## config.mk

```make
export PLATFORM = sky130hd
export DESIGN_NAME = stable_centroid_averager
export DESIGN_NICKNAME = d
export VERILOG_FILES = /design/src/hw/rtl/sca_pkg.sv /design/src/hw/rtl/sca_div_const.sv /design/src/hw/rtl/stable_centroid_averager.sv
export SDC_FILE = /design/constraint.sdc
export NUM_CORES = 2
export LEC_CHECK = 0
export ABC_AREA = 1
export BUFFER_PORTS_ARGS = -buffer_cell sky130_fd_sc_hd__clkbuf_2
export CAP_MARGIN = 25
export CORE_MARGIN = 2
export CORE_UTILIZATION = 50
export DETAILED_ROUTE_END_ITERATION = 10
export PLACE_DENSITY = 0.78
export SLEW_MARGIN = 20
export SYNTH_ARGS = -nofsm -noshare
export SYNTH_HDL_FRONTEND = slang
export SYNTH_SLANG_ARGS = --single-unit
export TNS_END_PERCENT = 50
```

## constraint.sdc

```tcl
create_clock -name clk -period 11.1 [get_ports clk]
set_clock_uncertainty 0.2 [all_clocks]
set_input_delay 1.11 -clock clk [delete_from_list [all_inputs] [get_ports clk]]
set_output_delay 1.11 -clock clk [all_outputs]
set_load 0.1 [all_outputs]
```

## src/hw/rtl/sca_pkg.sv

```systemverilog
// Shared types and constants for the stable centroid averager.
// Used by sca_div_const and stable_centroid_averager; no dependencies.
package sca_pkg;

  localparam int unsigned SCA_WINDOW_SIZE_DEF = 5;

  localparam int unsigned SEQ_W    = 16;
  localparam int unsigned PIX_W    = 16;
  localparam int unsigned TIME_W   = 32;
  localparam int unsigned POS_W    = 32;
  localparam int unsigned CNT_W    = 5;
  localparam int unsigned SUM_W    = 21;
  localparam int unsigned CFG_W    = 16;
  localparam int unsigned CFG_AW   = 1;
  localparam int unsigned IN_DW    = 144;
  localparam int unsigned OUT_DW   = 104;
  localparam int unsigned STATUS_W = 2;

  localparam logic [CFG_W-1:0] SETTLE_MS_RESET  = 16'd200;
  localparam logic [CFG_W-1:0] SPREAD_MAX_RESET = 16'd4;

  localparam logic CMD_SAMPLE = 1'b0;
  localparam logic CMD_START  = 1'b1;

  localparam logic [CFG_AW-1:0] CFG_SETTLE_MS  = 1'b0;
  localparam logic [CFG_AW-1:0] CFG_SPREAD_MAX = 1'b1;

  typedef enum logic [STATUS_W-1:0] {
    ST_IGNORED  = 2'd0,
    ST_ACCEPTED = 2'd1,
    ST_REJECTED = 2'd2,
    ST_POINT    = 2'd3
  } sca_status_t;

endpackage

```

## src/hw/rtl/sca_div_const.sv

```systemverilog
// Signed division of a window sum by a constant, truncated toward zero.
// Uses one reciprocal multiply; widths come from sca_pkg.
module sca_div_const
  import sca_pkg::*;
#(
  parameter int unsigned DIVISOR = SCA_WINDOW_SIZE_DEF
) (
  input  logic signed [SUM_W-1:0] num,
  output logic signed [PIX_W-1:0] quo
);

  // The shift leaves enough headroom that floor(mag * MULT >> SHIFT) is exact
  // for every magnitude below 2**SUM_W.
  localparam int unsigned SHIFT  = SUM_W + $clog2(DIVISOR) + 1;
  localparam int unsigned MULT_W = SHIFT + 1;
  localparam int unsigned PROD_W = SUM_W + MULT_W;
  localparam logic [MULT_W-1:0] MULT = MULT_W'((64'd1 << SHIFT) / DIVISOR + 1);

  logic              neg;
  logic [SUM_W-1:0]  mag;
  logic [PROD_W-1:0] prod;
  logic [SUM_W-1:0]  q_mag;
  logic [SUM_W-1:0]  q_signed;

  assign neg      = num[SUM_W-1];
  assign mag      = neg ? SUM_W'(-num) : SUM_W'(num);
  assign prod     = PROD_W'(mag) * PROD_W'(MULT);
  assign q_mag    = prod[SHIFT +: SUM_W];
  assign q_signed = neg ? SUM_W'(-q_mag) : q_mag;
  assign quo      = q_signed[PIX_W-1:0];

endmodule

```

## src/hw/rtl/stable_centroid_averager.sv

```systemverilog
// Stable centroid averager top level; depends on sca_pkg and sca_div_const.
// A request is loaded into the input register when accepted, and its result into
// the result register once that is empty or out_tready is high. Throughput: one
// request per cycle while out_tready is high; the window update is combinational.
// Reset (rst_n low, synchronous) empties both registers, clears the window
// state and loads settle_ms = 200 and spread_max = 4.
module stable_centroid_averager
  import sca_pkg::*;
#(
  parameter int unsigned WINDOW_SIZE = SCA_WINDOW_SIZE_DEF
) (
  input  logic                clk,
  input  logic                rst_n,
  // Configuration write port.
  input  logic                cfg_wr_en,
  input  logic [CFG_AW-1:0]   cfg_addr,
  input  logic [CFG_W-1:0]    cfg_wdata,
  // Request channel.
  input  logic                in_tvalid,
  output logic                in_tready,
  // seq_num[15:0], blob_x[31:16], blob_y[47:32], elapsed_ms[79:48],
  // motor_x_in[111:80], motor_z_in[143:112]
  input  logic [IN_DW-1:0]    in_tdata,
  // cmd[0]
  input  logic                in_tuser,
  // Result channel.
  output logic                out_tvalid,
  input  logic                out_tready,
  // count_now[4:0], unstable_seen[5], avg_x[21:6], avg_y[37:22],
  // motor_x_out[69:38], motor_z_out[101:70], zero[103:102]
  output logic [OUT_DW-1:0]   out_tdata,
  // status[1:0]
  output logic [STATUS_W-1:0] out_tuser
);

  // Configuration.
  logic [CFG_W-1:0] settle_ms_r;
  logic [CFG_W-1:0] spread_max_r;

  always_ff @(posedge clk) begin
    if (!rst_n) begin
      settle_ms_r  <= SETTLE_MS_RESET;
      spread_max_r <= SPREAD_MAX_RESET;
    end else if (cfg_wr_en) begin
      unique case (cfg_addr)
        CFG_SETTLE_MS:  settle_ms_r  <= cfg_wdata;
        CFG_SPREAD_MAX: spread_max_r <= cfg_wdata;
        default: ;
      endcase
    end
  end

  // Input register.
  logic                     s1_valid_r;
  logic                     s1_cmd_r;
  logic [SEQ_W-1:0]         s1_seq_r;
  logic signed [PIX_W-1:0]  s1_cx_r;
  logic signed [PIX_W-1:0]  s1_cy_r;
  logic [TIME_W-1:0]        s1_elapsed_r;
  logic signed [POS_W-1:0]  s1_mx_r;
  logic signed [POS_W-1:0]  s1_mz_r;

  logic in_fire;
  logic adv;

  assign adv       = s1_valid_r && (!out_tvalid || out_tready);
  assign in_tready = !s1_valid_r || adv;
  assign in_fire   = in_tvalid && in_tready;

  always_ff @(posedge clk) begin
    if (!rst_n) begin
      s1_valid_r <= 1'b0;
    end else if (in_fire) begin
      s1_valid_r <= 1'b1;
    end else if (adv) begin
      s1_valid_r <= 1'b0;
    end
  end

  always_ff @(posedge clk) begin
    if (in_fire) begin
      s1_cmd_r     <= in_tuser;
      s1_seq_r     <= in_tdata[15:0];
      s1_cx_r      <= in_tdata[31:16];
      s1_cy_r      <= in_tdata[47:32];
      s1_elapsed_r <= in_tdata[79:48];
      s1_mx_r      <= in_tdata[111:80];
      s1_mz_r      <= in_tdata[143:112];
    end
  end

  // Window state.
  logic [SEQ_W-1:0]        last_seq_r,   last_seq_nxt;
  logic [CNT_W-1:0]        count_r,      count_nxt;
  logic signed [SUM_W-1:0] sum_x_r,      sum_x_nxt;
  logic signed [SUM_W-1:0] sum_y_r,      sum_y_nxt;
  logic signed [PIX_W-1:0] min_x_r,      min_x_nxt;
  logic signed [PIX_W-1:0] max_x_r,      max_x_nxt;
  logic signed [PIX_W-1:0] min_y_r,      min_y_nxt;
  logic signed [PIX_W-1:0] max_y_r,      max_y_nxt;
  logic                    unstable_r,   unstable_nxt;
  logic                    done_r,       done_nxt;

  // Candidate values if the sample is taken.
  logic                    take;
  logic                    first;
  logic [CNT_W-1:0]        count_new;
  logic signed [SUM_W-1:0] sum_x_new;
  logic signed [SUM_W-1:0] sum_y_new;
  logic signed [PIX_W-1:0] min_x_new;
  logic signed [PIX_W-1:0] max_x_new;
  logic signed [PIX_W-1:0] min_y_new;
  logic signed [PIX_W-1:0] max_y_new;
  logic [PIX_W:0]          spread_x;
  logic [PIX_W:0]          spread_y;
  logic                    too_wide;
  logic signed [PIX_W-1:0] avg_x_q;
  logic signed [PIX_W-1:0] avg_y_q;

  assign take = (s1_cmd_r == CMD_SAMPLE) && !done_r &&
                (s1_elapsed_r >= TIME_W'(settle_ms_r)) && (s1_seq_r != last_seq_r);
  assign first     = (count_r == '0);
  assign count_new = count_r + CNT_W'(1);
  assign sum_x_new = sum_x_r + SUM_W'(s1_cx_r);
  assign sum_y_new = sum_y_r + SUM_W'(s1_cy_r);
  assign min_x_new = (first || s1_cx_r < min_x_r) ? s1_cx_r : min_x_r;
  assign max_x_new = (first || s1_cx_r > max_x_r) ? s1_cx_r : max_x_r;
  assign min_y_new = (first || s1_cy_r < min_y_r) ? s1_cy_r : min_y_r;
  assign max_y_new = (first || s1_cy_r > max_y_r) ? s1_cy_r : max_y_r;
  // Max never falls below min, so the 17-bit difference is the spread.
  assign spread_x  = (PIX_W+1)'(max_x_new) - (PIX_W+1)'(min_x_new);
  assign spread_y  = (PIX_W+1)'(max_y_new) - (PIX_W+1)'(min_y_new);
  assign too_wide  = (spread_x > (PIX_W+1)'(spread_max_r)) ||
                     (spread_y > (PIX_W+1)'(spread_max_r));

  sca_div_const #(.DIVISOR(WINDOW_SIZE)) u_div_x (
    .num (sum_x_new),
    .quo (avg_x_q)
  );

  sca_div_const #(.DIVISOR(WINDOW_SIZE)) u_div_y (
    .num (sum_y_new),
    .quo (avg_y_q)
  );

  sca_status_t             res_status;
  logic signed [PIX_W-1:0] res_ax;
  logic signed [PIX_W-1:0] res_ay;
  logic signed [POS_W-1:0] res_mx;
  logic signed [POS_W-1:0] res_mz;

  always_comb begin
    last_seq_nxt = last_seq_r;
    count_nxt    = count_r;
    sum_x_nxt    = sum_x_r;
    sum_y_nxt    = sum_y_r;
    min_x_nxt    = min_x_r;
    max_x_nxt    = max_x_r;
    min_y_nxt    = min_y_r;
    max_y_nxt    = max_y_r;
    unstable_nxt = unstable_r;
    done_nxt     = done_r;
    res_status   = ST_IGNORED;
    res_ax       = '0;
    res_ay       = '0;
    res_mx       = '0;
    res_mz       = '0;
    priority if (s1_cmd_r == CMD_START) begin
      last_seq_nxt = s1_seq_r;
      count_nxt    = '0;
      sum_x_nxt    = '0;
      sum_y_nxt    = '0;
      min_x_nxt    = '0;
      max_x_nxt    = '0;
      min_y_nxt    = '0;
      max_y_nxt    = '0;
      unstable_nxt = 1'b0;
      done_nxt     = 1'b0;
    end else if (take) begin
      last_seq_nxt = s1_seq_r;
      if (count_new < CNT_W'(WINDOW_SIZE)) begin
        count_nxt  = count_new;
        sum_x_nxt  = sum_x_new;
        sum_y_nxt  = sum_y_new;
        min_x_nxt  = min_x_new;
        max_x_nxt  = max_x_new;
        min_y_nxt  = min_y_new;
        max_y_nxt  = max_y_new;
        res_status = ST_ACCEPTED;
      end else if (too_wide) begin
        // The window restarts; the sequence number of this sample is kept.
        count_nxt    = '0;
        sum_x_nxt    = '0;
        sum_y_nxt    = '0;
        min_x_nxt    = '0;
        max_x_nxt    = '0;
        min_y_nxt    = '0;
        max_y_nxt    = '0;
        unstable_nxt = 1'b1;
        res_status   = ST_REJECTED;
      end else begin
        count_nxt  = count_new;
        sum_x_nxt  = sum_x_new;
        sum_y_nxt  = sum_y_new;
        min_x_nxt  = min_x_new;
        max_x_nxt  = max_x_new;
        min_y_nxt  = min_y_new;
        max_y_nxt  = max_y_new;
        done_nxt   = 1'b1;
        res_status = ST_POINT;
        res_ax     = avg_x_q;
        res_ay     = avg_y_q;
        res_mx     = s1_mx_r;
        res_mz     = s1_mz_r;
      end
    end else begin
      res_status = ST_IGNORED;
    end
  end

  always_ff @(posedge clk) begin
    if (!rst_n) begin
      last_seq_r <= '0;
      count_r    <= '0;
      sum_x_r    <= '0;
      sum_y_r    <= '0;
      min_x_r    <= '0;
      max_x_r    <= '0;
      min_y_r    <= '0;
      max_y_r    <= '0;
      unstable_r <= 1'b0;
      done_r     <= 1'b0;
    end else if (adv) begin
      last_seq_r <= last_seq_nxt;
      count_r    <= count_nxt;
      sum_x_r    <= sum_x_nxt;
      sum_y_r    <= sum_y_nxt;
      min_x_r    <= min_x_nxt;
      max_x_r    <= max_x_nxt;
      min_y_r    <= min_y_nxt;
      max_y_r    <= max_y_nxt;
      unstable_r <= unstable_nxt;
      done_r     <= done_nxt;
    end
  end

  // Result register.
  logic                    out_valid_r;
  sca_status_t             out_status_r;
  logic [CNT_W-1:0]        out_count_r;
  logic                    out_unstable_r;
  logic signed [PIX_W-1:0] out_ax_r;
  logic signed [PIX_W-1:0] out_ay_r;
  logic signed [POS_W-1:0] out_mx_r;
  logic signed [POS_W-1:0] out_mz_r;

  always_ff @(posedge clk) begin
    if (!rst_n) begin
      out_valid_r <= 1'b0;
    end else if (adv) begin
      out_valid_r <= 1'b1;
    end else if (out_tready) begin
      out_valid_r <= 1'b0;
    end
  end

  always_ff @(posedge clk) begin
    if (adv) begin
      out_status_r   <= res_status;
      out_count_r    <= count_nxt;
      out_unstable_r <= unstable_nxt;
      out_ax_r       <= res_ax;
      out_ay_r       <= res_ay;
      out_mx_r       <= res_mx;
      out_mz_r       <= res_mz;
    end
  end

  assign out_tvalid = out_valid_r;
  assign out_tuser  = out_status_r;
  assign out_tdata  = {2'b00, out_mz_r, out_mx_r, out_ay_r, out_ax_r,
                       out_unstable_r, out_count_r};

endmodule
```

==> flow_metrics.env <==
export IMPL_final_hold_worst_slack_ns=0.264
export IMPL_postSynth_asyncResetShare=0
export IMPL_drc=0
export IMPL_critical_path_max_fanout=37
export IMPL_final_nets=5960
export IMPL_synth_sequential_area_ratio=0.277
export IMPL_floorplan_rows=102
export IMPL_cts_root_buffer="clkbuf_16"
export IMPL_synth_edff_count=249
export IMPL_timing_critical_path_from_type="register"
export IMPL_drtPass1Iterations=5
export IMPL_worst_r2r_cell_count=47
export IMPL_drt_wl_total_um=100000
export IMPL_grt_pass1_vias=30891
export IMPL_cts_tree="done"
export IMPL_worst_skew_pair_late_latency_ns=0.60
export IMPL_rsz_0062_raised_after_global_routing="false"
export IMPL_total_setup_violations_reported_at_the_end_of_the_flow=0
export IMPL_finalCriticalPeriod_ns=9.89
export IMPL_floorplan_io_pins=275
export IMPL_top_library_cells_by_usage_in_the_layout_fill_and_taps_aside="963 x inv_1, 944 x nand2_1, 502 x ha_1, 367 x nor2_1, 343 x a21oi_1"
export IMPL_worst_ep_required_time_ns=11.25
export IMPL_postSynth_topFlopCell="edfxtp_1"
export IMPL_cts_made_buffers=47
export IMPL_post_cts_repair_setup_buffers=0
export IMPL_ctsLongestPathBuffers=3
export IMPL_routed_via_count=31536
export IMPL_dominant_cell_type_by_count_on_the_critical_path="nand2_1"
export IMPL_synthesis_yosys_warnings=0
export IMPL_grt_antenna_before_repair=1
export IMPL_gp_congestion=0.953
export IMPL_hp_class="register to register"
export IMPL_dieHeight_um=282
export IMPL_min_delay_path_depth=2
export IMPL_critical_path_arrival_ns=10.04
export IMPL_floorplan_core_area_um2=77100
export IMPL_post_cts_resize_count=0
export IMPL_finalCoreUtilization=0.554
export IMPL_die_area_um2=79800
export IMPL_finalCritPeriodShare=0.891
export IMPL_initialDrtViolationCount=2064
export IMPL_timing_hold_violations_final=0
export IMPL_largest_net_degree_at_the_start_of_global_routing=95
export IMPL_grt_pass1_wl_um=159000
export IMPL_timing_max_slew_rel_slack=0.289
export IMPL_tritoncts_num_sinks=412
export IMPL_path_class="register to register"
export IMPL_reg2reg_slack_ns=1.21
export IMPL_die_w_um=282
export IMPL_yosys_register_bits=412
export IMPL_layout_drive_gt1_share=0.0889
export IMPL_clk_pin_slew_worst_paths_ns=0.06
export IMPL_synthesis_instances=4779
export IMPL_wl_per_cell_um=16.4
export IMPL_dp_hpwl_um=81200
export IMPL_worstSetupEndpointType="register"
export IMPL_fin_max_slew_vios=0
export IMPL_place_port_buffers=272
export IMPL_worst_slew_pin_transition_ns=1.07
export IMPL_crit_path_top_delay_cell="nand2_2"
export IMPL_cap_viol_max_count=0
export IMPL_htree_num_levels=2
export IMPL_fin_setup_tns_ns=0
export IMPL_start_util=0.503
export IMPL_syn_mean_instance_area_um2=8.11
export IMPL_synth_to_layout_area_growth_pct=10.0
export IMPL_clock_fmax_mhz=101
export IMPL_grt_use_total=0.249
export IMPL_route_antenna_remaining_nets=0
export IMPL_result_of_the_run="finished clean"
export IMPL_vias_per_cell=5.17
export IMPL_max_stage_delay_ns=0.56
export IMPL_syn_area_um2=38800
export IMPL_cts_hold_buf=0
export IMPL_globalRouteOverflowTotal=0
export IMPL_synth_cell_type_count=57
export IMPL_most_frequent_standard_cell_in_the_layout_excluding_fill_and_tap_cells="inv_1"
-- sequential cells by signal, indices dropped and copies added, names as in the netlist, 21 cells and up --
name          count
out_mx_r         32
out_mz_r         32
s1_elapsed_r     32
s1_mx_r          32
s1_mz_r          32
sum_x_r          21
sum_y_r          21
-- critical path: cells and delay by family (launching register included) --
kind / cells / cell delay, ns
compound gates: 2 / 0.25
fa+ha+maj: 11 / 4.58
buf+inv: 10 / 0.97
flops: 1 / 0.41
simple gates: 23 / 2.96
xor+xnor: 1 / 0.24
-- cells in the mapped netlist, drive strengths merged, types with 3 or more instances --
library cell  number  area (µm²)
ha               502        6280
nand4             84         532
a21oi            351        1790
clkbuf            42         159
a21o               9        67.6
o21ai            165         841
nor3b              3        22.5
nor3              38         221
o31ai              4        30.0
a211oi             5        42.5
nor4               9        56.3
edfxtp           249        7480
nand3b            17         128
nand2            961        3640
a21boi             7        67.6
clkinv             4        15.0
o21a               6        45.0
or2               12        75.1
and2               6        37.5
dfxtp            163        3260
xor2              90         841
o21bai            19         154
fa               278        5570
o211ai            10        75.1
nand3            283        1460
nor2             377        1470
xnor2             33         312
a31oi             13        81.3
inv              978        3670
buf               58         342
-- cells by family after synthesis --
family,after synthesis,synth area share
flops,412,0.277
simple gates,1790,0.197
fa+ha+maj,780,0.305
xor+xnor,123,0.0297
compound gates,591,0.0828
other cells,1,0.0000967
buf+inv,1082,0.108
-- layer usage --
metal  vias to the layer above  part of all wire  GRT usage
met5                         -                 0          0
met4                         0             0.044      0.100
met3                       215             0.046     0.0246
met2                       877              0.49      0.434
met1                     14708              0.42      0.318
li1                      15736                 -          -
-- path summary, 6_finish.rpt --
kind / start / end
worst max-delay path: s1_cx_r[0] / out_ax_r[12]
worst min register to register: max_x_r[15] / max_x_r[15]
worst max register to register: s1_cx_r[0] / out_ax_r[12]
worst min-delay path: max_x_r[15] / max_x_r[15]
-- through the flow --
stage	cell area, µm²	worst slack, ns	instances
2_1_floorplan	38800	2.50	4780
3_3_place_gp	41000	1.46	6003
3_5_place_dp	41100	1.21	6004
4_1_cts	42700	1.20	6091
5_1_grt	42700	0.370	6092
6_report	42700	1.21	6094
-- layout make-up --
type | count | area (µm²)
fillers | 7041 | 34400
multi-input cells | 3286 | 23900
flip-flops and latches | 412 | 10700
inverters | 982 | 3700
repair buffers | 284 | 1470
clock buffers | 73 | 1460
well taps | 1040 | 1300
clock inverters | 14 | 133
diodes | 3 | 7.51
Power is not shown: default switching activity piles up to over one toggle a cycle in this logic, so the estimate is an artifact.
